[src/rtl/acl_pkg.sv]
// Shared types and constants of the arm CAN link frame handler.
// No dependencies; the design files refer to this package by scoped names, the testbench imports it.
package acl_pkg;

  localparam int QUEUE_DEPTH = 16;
  localparam int QPTR_W      = (QUEUE_DEPTH > 1) ? $clog2(QUEUE_DEPTH) : 1;
  localparam int QCNT_W      = $clog2(QUEUE_DEPTH + 1);

  localparam int ID_W   = 11;
  localparam int LEN_W  = 4;
  localparam int DATA_W = 64;
  localparam int POS_W  = 16;
  localparam int CMP_W  = 48;   // bytes 0-5 take part in the duplicate check

  localparam logic [LEN_W-1:0] LEN_MAX = 4'd8;

  localparam logic [ID_W-1:0] ID_GROUP_ONE = 11'h350;
  localparam logic [ID_W-1:0] ID_GROUP_TWO = 11'h360;
  localparam logic [ID_W-1:0] ID_POLL      = 11'h37F;

  localparam logic [ID_W-1:0] CARTESIAN_RESET = 11'd1;
  localparam logic [ID_W-1:0] JOINT_RESET     = 11'd4;

  localparam logic CMD_ENQUEUE = 1'b0;

  localparam logic CFG_CARTESIAN = 1'b0;
  localparam logic CFG_JOINT     = 1'b1;

  typedef enum logic [2:0] {
    KIND_QUEUED    = 3'd0,
    KIND_DUPLICATE = 3'd1,
    KIND_FULL      = 3'd2,
    KIND_GROUP_ONE = 3'd3,
    KIND_GROUP_TWO = 3'd4,
    KIND_TRANSMIT  = 3'd5,
    KIND_UNKNOWN   = 3'd6
  } result_kind_t;

  typedef struct packed {
    logic             push;
    logic             pop;
    logic             mode_we;
    logic             valid_set;
    logic [LEN_W-1:0] push_len;
  } ctrl_t;

  typedef struct packed {
    logic              empty;
    logic              full;
    logic [ID_W-1:0]   newest_id;
    logic [CMP_W-1:0]  newest_data;
    logic [ID_W-1:0]   head_id;
    logic [LEN_W-1:0]  head_len;
    logic [DATA_W-1:0] head_data;
  } qstat_t;

  typedef struct packed {
    result_kind_t       kind;
    logic signed [15:0] pos_a;
    logic signed [15:0] pos_b;
    logic signed [15:0] pos_c;
    logic signed [15:0] pos_d;
    logic [7:0]         status_code;
    logic [7:0]         message_code;
    logic               state_valid;
    logic               tx_valid;
    logic [ID_W-1:0]    tx_id;
    logic [LEN_W-1:0]   tx_len;
    logic [DATA_W-1:0]  tx_data;
  } result_t;

endpackage

[src/rtl/acl_if.sv]
// Valid/ready channel interfaces for frames in and results out.
// Depends on acl_pkg for field widths.
interface acl_frame_if;
  logic                         valid;
  logic                         ready;
  logic                         command;
  logic [acl_pkg::ID_W-1:0]     frame_id;
  logic [acl_pkg::LEN_W-1:0]    frame_len;
  logic [acl_pkg::DATA_W-1:0]   frame_data;

  modport source (output valid, command, frame_id, frame_len, frame_data, input ready);
  modport sink   (input valid, command, frame_id, frame_len, frame_data, output ready);
endinterface

interface acl_result_if;
  logic                         valid;
  logic                         ready;
  logic [2:0]                   result_kind;
  logic signed [15:0]           pos_a;
  logic signed [15:0]           pos_b;
  logic signed [15:0]           pos_c;
  logic signed [15:0]           pos_d;
  logic [7:0]                   status_code;
  logic [7:0]                   message_code;
  logic                         state_valid;
  logic                         tx_valid;
  logic [acl_pkg::ID_W-1:0]     tx_id;
  logic [acl_pkg::LEN_W-1:0]    tx_len;
  logic [acl_pkg::DATA_W-1:0]   tx_data;

  modport source (output valid, result_kind, pos_a, pos_b, pos_c, pos_d, status_code,
                  message_code, state_valid, tx_valid, tx_id, tx_len, tx_data,
                  input ready);
  modport sink   (input valid, result_kind, pos_a, pos_b, pos_c, pos_d, status_code,
                  message_code, state_valid, tx_valid, tx_id, tx_len, tx_data,
                  output ready);
endinterface

[src/rtl/acl_queue.sv]
// Outgoing frame FIFO in flip-flops, plus a copy of the newest entry's key.
// Depends on acl_pkg.
module acl_queue (
  input  logic                       clk,
  input  logic                       rst,
  input  acl_pkg::ctrl_t             ctrl,
  input  logic [acl_pkg::ID_W-1:0]   push_id,
  input  logic [acl_pkg::DATA_W-1:0] push_data,
  output acl_pkg::qstat_t            qstat
);

  logic [acl_pkg::ID_W-1:0]   ids      [acl_pkg::QUEUE_DEPTH];
  logic [acl_pkg::LEN_W-1:0]  lens     [acl_pkg::QUEUE_DEPTH];
  logic [acl_pkg::DATA_W-1:0] payloads [acl_pkg::QUEUE_DEPTH];

  logic [acl_pkg::QPTR_W-1:0] head;
  logic [acl_pkg::QPTR_W-1:0] tail;
  logic [acl_pkg::QCNT_W-1:0] count;
  logic [acl_pkg::ID_W-1:0]   newest_id;
  logic [acl_pkg::CMP_W-1:0]  newest_data;

  function automatic logic [acl_pkg::QPTR_W-1:0] bump(input logic [acl_pkg::QPTR_W-1:0] p);
    return (p == acl_pkg::QPTR_W'(acl_pkg::QUEUE_DEPTH - 1)) ? '0 : p + 1'b1;
  endfunction

  always_ff @(posedge clk) begin
    if (rst) begin
      head  <= '0;
      tail  <= '0;
      count <= '0;
    end else if (ctrl.push) begin
      tail  <= bump(tail);
      count <= count + 1'b1;
    end else if (ctrl.pop) begin
      head  <= bump(head);
      count <= count - 1'b1;
    end
  end

  // storage and newest-entry copy: no reset, read only after written
  always_ff @(posedge clk) begin
    if (ctrl.push) begin
      ids[tail]      <= push_id;
      lens[tail]     <= ctrl.push_len;
      payloads[tail] <= push_data;
      newest_id      <= push_id;
      newest_data    <= push_data[acl_pkg::CMP_W-1:0];
    end
  end

  always_comb begin
    qstat.empty       = (count == '0);
    qstat.full        = (count == acl_pkg::QCNT_W'(acl_pkg::QUEUE_DEPTH));
    qstat.newest_id   = newest_id;
    qstat.newest_data = newest_data;
    qstat.head_id     = ids[head];
    qstat.head_len    = lens[head];
    qstat.head_data   = payloads[head];
  end

endmodule

[src/rtl/acl_decode.sv]
// Per-frame decision logic: queue control, position decode and result build.
// Depends on acl_pkg.
module acl_decode (
  input  logic                       command,
  input  logic [acl_pkg::ID_W-1:0]   frame_id,
  input  logic [acl_pkg::LEN_W-1:0]  frame_len,
  input  logic [acl_pkg::DATA_W-1:0] frame_data,
  input  logic [acl_pkg::ID_W-1:0]   cartesian_mode_id,
  input  logic [acl_pkg::ID_W-1:0]   joint_mode_id,
  input  logic [acl_pkg::ID_W-1:0]   mode_id,
  input  logic                       valid_flag,
  input  acl_pkg::qstat_t            qstat,
  output acl_pkg::ctrl_t             ctrl,
  output acl_pkg::result_t           res
);

  logic motion;
  logic mode_motion;
  logic dup;

  // big-endian byte pair starting at byte k
  function automatic logic signed [15:0] pair_at(input logic [acl_pkg::DATA_W-1:0] d,
                                                 input int k);
    return {d[8*k +: 8], d[8*(k+1) +: 8]};
  endfunction

  always_comb begin
    motion      = (frame_id == cartesian_mode_id) || (frame_id == joint_mode_id);
    mode_motion = (mode_id == cartesian_mode_id) || (mode_id == joint_mode_id);
    dup         = !qstat.empty && motion && (qstat.newest_id == frame_id) &&
                  (qstat.newest_data == frame_data[acl_pkg::CMP_W-1:0]);

    ctrl          = '0;
    ctrl.push_len = (frame_len > acl_pkg::LEN_MAX) ? acl_pkg::LEN_MAX : frame_len;
    res           = '0;
    res.kind      = acl_pkg::KIND_UNKNOWN;

    if (command == acl_pkg::CMD_ENQUEUE) begin
      ctrl.mode_we = 1'b1;
      priority if (dup) begin
        res.kind = acl_pkg::KIND_DUPLICATE;
      end else if (qstat.full) begin
        res.kind = acl_pkg::KIND_FULL;
      end else begin
        ctrl.push = 1'b1;
        res.kind  = acl_pkg::KIND_QUEUED;
      end
    end else begin
      unique case (frame_id)
        acl_pkg::ID_GROUP_ONE: begin
          res.kind         = acl_pkg::KIND_GROUP_ONE;
          res.pos_a        = pair_at(frame_data, 2);
          res.pos_b        = pair_at(frame_data, 4);
          res.pos_c        = pair_at(frame_data, 6);
          res.status_code  = frame_data[7:0];
          res.message_code = frame_data[15:8];
        end
        acl_pkg::ID_GROUP_TWO: begin
          res.kind       = acl_pkg::KIND_GROUP_TWO;
          res.pos_a      = pair_at(frame_data, 0);
          res.pos_b      = pair_at(frame_data, 2);
          res.pos_c      = pair_at(frame_data, 4);
          res.pos_d      = pair_at(frame_data, 6);
          ctrl.valid_set = mode_motion;
        end
        acl_pkg::ID_POLL: begin
          res.kind = acl_pkg::KIND_TRANSMIT;
          if (!qstat.empty) begin
            ctrl.pop     = 1'b1;
            res.tx_valid = 1'b1;
            res.tx_id    = qstat.head_id;
            res.tx_len   = qstat.head_len;
            res.tx_data  = qstat.head_data;
          end
        end
        default: begin
          res.kind = acl_pkg::KIND_UNKNOWN;
        end
      endcase
    end

    res.state_valid = valid_flag | ctrl.valid_set;
  end

endmodule

[src/rtl/arm_can_link_frame_handler.sv]
// Top level of the arm CAN link frame handler.
// Depends on acl_pkg, acl_if (acl_frame_if, acl_result_if), acl_queue and acl_decode.

// The block takes one frame item per clock while the result side is not stalled,
// and returns exactly one result item per frame, through the input and output registers.
// Each frame is captured in an input register, decided combinationally by the
// decode logic against the queue state, and lands in an output register; the
// queue pointers, mode identifier and valid flag update in that same cycle, so
// the next frame sees them with no bubble. The outgoing queue holds 16 frames
// in flip-flops and needs no clearing pass after reset. The output register
// decouples the two sides: a finished result may wait while a new frame is
// already taken into the input register. Write the two mode registers only
// while no frame is in flight.
module arm_can_link_frame_handler (
  input  logic                     clk,
  input  logic                     rst,
  acl_frame_if.sink                frame,
  acl_result_if.source             result,
  input  logic                     cfg_we,
  input  logic                     cfg_index,
  input  logic [acl_pkg::ID_W-1:0] cfg_data
);

  // configuration and architectural state
  logic [acl_pkg::ID_W-1:0] cartesian_mode_id;
  logic [acl_pkg::ID_W-1:0] joint_mode_id;
  logic [acl_pkg::ID_W-1:0] mode_id;
  logic                     valid_flag;

  // input register
  logic                       in_valid;
  logic                       in_command;
  logic [acl_pkg::ID_W-1:0]   in_id;
  logic [acl_pkg::LEN_W-1:0]  in_len;
  logic [acl_pkg::DATA_W-1:0] in_data;

  // output register
  logic             out_valid;
  acl_pkg::result_t out_res;

  acl_pkg::ctrl_t   ctrl;
  acl_pkg::ctrl_t   ctrl_fire;
  acl_pkg::qstat_t  qstat;
  acl_pkg::result_t res;
  logic             fire;

  // advance the held frame when the output register is free or being drained
  assign fire        = in_valid && (!out_valid || result.ready);
  assign frame.ready = !in_valid || fire;
  assign ctrl_fire   = fire ? ctrl : '0;

  always_ff @(posedge clk) begin
    if (rst) begin
      cartesian_mode_id <= acl_pkg::CARTESIAN_RESET;
      joint_mode_id     <= acl_pkg::JOINT_RESET;
    end else if (cfg_we) begin
      if (cfg_index == acl_pkg::CFG_CARTESIAN) begin
        cartesian_mode_id <= cfg_data;
      end else begin
        joint_mode_id <= cfg_data;
      end
    end
  end

  // every outgoing frame sets the mode; the valid flag only ever rises
  always_ff @(posedge clk) begin
    if (rst) begin
      mode_id    <= '0;
      valid_flag <= 1'b0;
    end else begin
      if (ctrl_fire.mode_we) begin
        mode_id <= in_id;
      end
      if (ctrl_fire.valid_set) begin
        valid_flag <= 1'b1;
      end
    end
  end

  // input register: hold until the decode stage takes the frame
  always_ff @(posedge clk) begin
    if (rst) begin
      in_valid <= 1'b0;
    end else if (frame.ready) begin
      in_valid <= frame.valid;
    end
  end

  always_ff @(posedge clk) begin
    if (frame.valid && frame.ready) begin
      in_command <= frame.command;
      in_id      <= frame.frame_id;
      in_len     <= frame.frame_len;
      in_data    <= frame.frame_data;
    end
  end

  acl_queue u_queue (
    .clk       (clk),
    .rst       (rst),
    .ctrl      (ctrl_fire),
    .push_id   (in_id),
    .push_data (in_data),
    .qstat     (qstat)
  );

  acl_decode u_decode (
    .command           (in_command),
    .frame_id          (in_id),
    .frame_len         (in_len),
    .frame_data        (in_data),
    .cartesian_mode_id (cartesian_mode_id),
    .joint_mode_id     (joint_mode_id),
    .mode_id           (mode_id),
    .valid_flag        (valid_flag),
    .qstat             (qstat),
    .ctrl              (ctrl),
    .res               (res)
  );

  // output register: load on fire, drop valid once taken
  always_ff @(posedge clk) begin
    if (rst) begin
      out_valid <= 1'b0;
    end else if (fire) begin
      out_valid <= 1'b1;
    end else if (result.ready) begin
      out_valid <= 1'b0;
    end
  end

  always_ff @(posedge clk) begin
    if (fire) begin
      out_res <= res;
    end
  end

  assign result.valid        = out_valid;
  assign result.result_kind  = out_res.kind;
  assign result.pos_a        = out_res.pos_a;
  assign result.pos_b        = out_res.pos_b;
  assign result.pos_c        = out_res.pos_c;
  assign result.pos_d        = out_res.pos_d;
  assign result.status_code  = out_res.status_code;
  assign result.message_code = out_res.message_code;
  assign result.state_valid  = out_res.state_valid;
  assign result.tx_valid     = out_res.tx_valid;
  assign result.tx_id        = out_res.tx_id;
  assign result.tx_len       = out_res.tx_len;
  assign result.tx_data      = out_res.tx_data;

endmodule

[src/flat_wrapper.sv]
// flat-port wrapper written by rule: the top's interface ports become plain ports
module arm_can_link_frame_handler_flat 
  (clk, rst, cfg_we, cfg_index, cfg_data, frame_valid, frame_command, frame_frame_id, frame_frame_len, frame_frame_data, frame_ready, result_valid, result_result_kind, result_pos_a, result_pos_b, result_pos_c, result_pos_d, result_status_code, result_message_code, result_state_valid, result_tx_valid, result_tx_id, result_tx_len, result_tx_data, result_ready);
  acl_frame_if frame_i ();
  acl_result_if result_i ();
  input  logic clk;
  input  logic rst;
  input  logic cfg_we;
  input  logic cfg_index;
  input  logic [acl_pkg::ID_W-1:0] cfg_data;
  input wire logic [$bits(frame_i.valid)-1:0] frame_valid;
  input wire logic [$bits(frame_i.command)-1:0] frame_command;
  input wire logic [$bits(frame_i.frame_id)-1:0] frame_frame_id;
  input wire logic [$bits(frame_i.frame_len)-1:0] frame_frame_len;
  input wire logic [$bits(frame_i.frame_data)-1:0] frame_frame_data;
  output wire logic [$bits(frame_i.ready)-1:0] frame_ready;
  output wire logic [$bits(result_i.valid)-1:0] result_valid;
  output wire logic [$bits(result_i.result_kind)-1:0] result_result_kind;
  output wire logic [$bits(result_i.pos_a)-1:0] result_pos_a;
  output wire logic [$bits(result_i.pos_b)-1:0] result_pos_b;
  output wire logic [$bits(result_i.pos_c)-1:0] result_pos_c;
  output wire logic [$bits(result_i.pos_d)-1:0] result_pos_d;
  output wire logic [$bits(result_i.status_code)-1:0] result_status_code;
  output wire logic [$bits(result_i.message_code)-1:0] result_message_code;
  output wire logic [$bits(result_i.state_valid)-1:0] result_state_valid;
  output wire logic [$bits(result_i.tx_valid)-1:0] result_tx_valid;
  output wire logic [$bits(result_i.tx_id)-1:0] result_tx_id;
  output wire logic [$bits(result_i.tx_len)-1:0] result_tx_len;
  output wire logic [$bits(result_i.tx_data)-1:0] result_tx_data;
  input wire logic [$bits(result_i.ready)-1:0] result_ready;
  assign frame_i.valid = frame_valid;
  assign frame_i.command = frame_command;
  assign frame_i.frame_id = frame_frame_id;
  assign frame_i.frame_len = frame_frame_len;
  assign frame_i.frame_data = frame_frame_data;
  assign frame_ready = frame_i.ready;
  assign result_valid = result_i.valid;
  assign result_result_kind = result_i.result_kind;
  assign result_pos_a = result_i.pos_a;
  assign result_pos_b = result_i.pos_b;
  assign result_pos_c = result_i.pos_c;
  assign result_pos_d = result_i.pos_d;
  assign result_status_code = result_i.status_code;
  assign result_message_code = result_i.message_code;
  assign result_state_valid = result_i.state_valid;
  assign result_tx_valid = result_i.tx_valid;
  assign result_tx_id = result_i.tx_id;
  assign result_tx_len = result_i.tx_len;
  assign result_tx_data = result_i.tx_data;
  assign result_i.ready = result_ready;
  arm_can_link_frame_handler u_core (.clk(clk), .rst(rst), .frame(frame_i), .result(result_i), .cfg_we(cfg_we), .cfg_index(cfg_index), .cfg_data(cfg_data));
endmodule
[config.mk]
export PLATFORM = sky130hd
export DESIGN_NAME = arm_can_link_frame_handler_flat
export DESIGN_NICKNAME = d
export VERILOG_FILES = /design/src/rtl/acl_pkg.sv /design/src/rtl/acl_if.sv /design/src/rtl/acl_queue.sv /design/src/rtl/acl_decode.sv /design/src/rtl/arm_can_link_frame_handler.sv /design/src/flat_wrapper.sv
export SDC_FILE = /design/constraint.sdc
export NUM_CORES = 1
export LEC_CHECK = 0
export BUFFER_PORTS_ARGS = -buffer_cell sky130_fd_sc_hd__buf_4
export CAP_MARGIN = 0
export CORE_ASPECT_RATIO = 0.5
export CORE_MARGIN = 2
export CORE_UTILIZATION = 55
export DETAILED_ROUTE_END_ITERATION = 10
export PLACE_DENSITY = 0.82
export SETUP_SLACK_MARGIN = 0.4
export SLEW_MARGIN = 20
export SYNTH_ARGS = -nofsm -noshare
export SYNTH_HDL_FRONTEND = slang
export SYNTH_SLANG_ARGS = --single-unit
export TNS_END_PERCENT = 30
[constraint.sdc]
create_clock -name clk -period 6.1 [get_ports clk]
set_input_delay 0.305 -clock clk [delete_from_list [all_inputs] [get_ports clk]]
set_output_delay 0.305 -clock clk [all_outputs]
set_load 0.01 [all_outputs]
==> impl_metrics.json <==
{
  "clock.fmax_mhz": 201,
  "hp-class": "input pin to flop",
  "grt_max_degree": 84,
  "syn_nets": 2796,
  "yosys_register_bits": 1620,
  "drcViolationCount": 0,
  "grt_first_pass_wirelength_um": 251000,
  "rsz0062_at_grt": "false",
  "synth_flop_cell": "edfxtp_1",
  "setup_violations": 0,
  "clockBufferDepth": 3,
  "root_buffer": "clkbuf_16",
  "vias_per_cell": 6.93,
  "synth_area_leaders": "edfxtp_1, mux4_2, dfxtp_1",
  "worst_slack_ns": 1.12,
  "dr_total_vias": 32845,
  "pre_cts_ws_ns": 1.73,
  "stdcell_area_um2": 70900,
  "cts_buffers": 137,
  "p_total_mw": 22.4,
  "crit_type": "flop to flop",
  "min-delay-start": "cfg_we",
  "drt_iter0_drc": 5984,
  "num-nets-final": 3239,
  "rows": 86,
  "start_util_pct": 55.6,
  "cts_tree": "done",
  "powerDensity_nw_per_um2": 316,
  "path_clk_slew_ns": 0.07,
  "slew_headroom_pct": 15.8,
  "crit_required_ns": 6.73,
  "cp_max_fo": 20,
  "final_cells": 4740,
  "antenna_found_initial": 6,
  "hold-path-cell-count": 4,
  "leakage_nw": 22.6,
  "drt.antenna.violating_nets": 0,
  "yosysSeqAreaShare_pct": 78.5,
  "h-tree-depth": 4,
  "cp_data_arrival_time_ns": 5.62,
  "dp.cells": 4386,
  "drive_gt1_share_pct": 30.1,
  "gr-total-overflow": 0,
  "drtPass1Iterations": 6,
  "fp.dieH_um": 240,
  "wirelength_um": 180000,
  "gp_congestion": 0.846,
  "period_needed_ns": 4.98,
  "dieArea_um2": 114000,
  "synth_edf_count": 1567,
  "cp-end-kind": "flop",
  "portBuffers": 262,
  "syn_inst": 2690,
  "synth_top_area_share_pct": 76.8,
  "multi_input_comb_area_um2": 12600,
  "finalHoldViolCount": 0,
  "start_kind": "flop",
  "avgRoutedWirePerCell_um": 38.0,
  "core_region_area_um2": 110000,
  "hpwl_um": 85800,
  "outcome": "finished, final reports clean",
  "syn_area_um2": 61300,
  "yosysTopAreaCell": "edfxtp_1",
  "vdd_drop_max_v": 0.000206,
  "post_cts_resized": 0,
  "hold-path-endpoint": "u_core.joint_mode_id[9]",
  "grtUsageTotal_pct": 31.9,
  "ys_warn_count": 0,
  "fin_crit_sh_pct": 81.7,
  "reg2regPathDepth": 13,
  "fin_setup_tns_ns": 0,
  "maxSlewViolCount": 0,
  "seq_area_um2": 48100,
  "cap_violations": 0,
  "grt_pass1_vias": 33501,
  "ioPinCount": 263,
  "area_delta_synth_final_pct": 15.8,
  "synthArstFlopShare_pct": 0,
  "r2r_start": "u_core.in_data[24]",
  "fp.dieW_um": 476,
  "rrSetupSlack_ns": 1.12,
  "final_cell_mix": "edfxtp_1, mux4_2, buf_4",
  "nFillCells": 6445,
  "mostFrequentLayoutCell": "edfxtp_1",
  "final.setup_skew_ns": 0.0473,
  "postSynthAreaPerCell_um2": 22.8,
  "clk_latency_ns": 0.80,
  "cts_sinks": 1620,
  "dpl_cell_area_um2": 65300,
  "r2r_end": "u_core.u_queue.count[4]",
  "ys_types": 59,
  "tightest_slew_ns": 1.26
}
==> kinds of logic after synthesis <==
group           after synthesis  synth area share (%)
compound gates              123                  1.40
xor+xnor                    106                  1.53
fa+ha+maj                     9                 0.196
buf+inv                     144                  1.06
flops                      1620                  78.5
mux                         401                  14.6
simple gates                287                  2.65
==> registers in the layout, indices dropped and copies added (netlist names), 5 cells and up, named ones only <==
name	cells
u_core.result.tx_id	11
u_core.u_queue.ids	176
u_core.u_queue.lens	64
u_core.u_queue.newest_id	11
u_core.cartesian_mode_id	11
u_core.mode_id	11
u_core.result.pos_a	16
u_core.result.pos_c	16
u_core.in_data	64
u_core.result.pos_d	16
u_core.result.pos_b	16
u_core.u_queue.payloads	1024
u_core.in_id	11
u_core.result.status_code	8
u_core.joint_mode_id	11
u_core.result.tx_data	64
u_core.u_queue.newest_data	48
u_core.result.message_code	8
u_core.u_queue.count	5
==> worst max-delay path: stages (launching register included) <==
cell      delay, ns
edfxtp_1       0.99
xor2_1         0.15
nor4_1         0.67
nand4_1        0.23
nor4_2         0.66
and2_1         0.45
nor2_4         0.15
inv_1          0.18
ha_1           0.29
a21o_1         0.19
a21o_1         0.22
o31a_1         0.25
a311o_1        0.25
nor3b_1        0.13
==> power by group <==
group,leakage [nW],switching [mW],internal (mW)
registers,14.7,0.197,12.3
logic,5.67,0.334,0.227
clock network,2.22,4.39,4.94
total,22.6,4.92,17.5
==> area by class of cell <==
type	count	area share [%]
inverter	7	0.0459
multi-input combinational	926	17.7
timing repair buffer	441	5.30
clock inverter	84	1.29
sequential	1620	67.8
antenna	2	0.00706
clock buffer	164	5.14
tap	1496	2.64
==> per-layer routing <==
layer	global-route usage, %	vias up	routed length (µm)
li1	-	12069	-
met1	39.6	16675	57300
met2	50.8	3406	86900
met3	8.16	693	23200
met4	20.3	2	12700
met5	0.0426	-	13
==> worst max-delay path by stage <==
stage	startpoint	end	slack (ns)	depth (start not counted)
global route	u_core.in_data[10]	u_core.u_queue.count[4]	1.06	13
detailed placement	u_core.in_data[10]	u_core.u_queue.count[4]	1.73	13
floorplan	u_core.result.valid	u_core.u_queue.ids[7][0]	1.08	6
CTS	u_core.in_data[10]	u_core.u_queue.count[4]	1.42	13
finish	u_core.in_data[24]	u_core.u_queue.count[4]	1.12	13
global placement	u_core.in_data[24]	u_core.u_queue.count[4]	1.88	13
==> metrics by stage <==
step	util, %	hold WS [ns]
6_report	64.3	0.105
5_1_grt	64.3	0.134
4_1_cts	64.3	0.0757
3_5_place_dp	59.2	0.484
3_3_place_gp	59.2	0.469
2_1_floorplan	-	0.404
==> synthesized netlist by cell type, drive strengths merged (7+ instances only) <==
cell type and count:
and2 121, ha 8, edfxtp 1567, a22o 48, a21oi 42, nand3 12
nor2 13, xor2 95, nor2b 7, xnor2 11, nor4 23, clkbuf 80
nand2 73, dfxtp 53, mux4 395, o21ai 18, buf 57, and3 15
==> repair_timing <==
| action | 4_1_cts | 5_1_grt |
|---|---|---|
| hold endpoints to repair | 115 | 0 |
| hold buffers | 104 | 0 |
| setup buffers | 0 | 0 |
(Power assumes the default switching activity.)
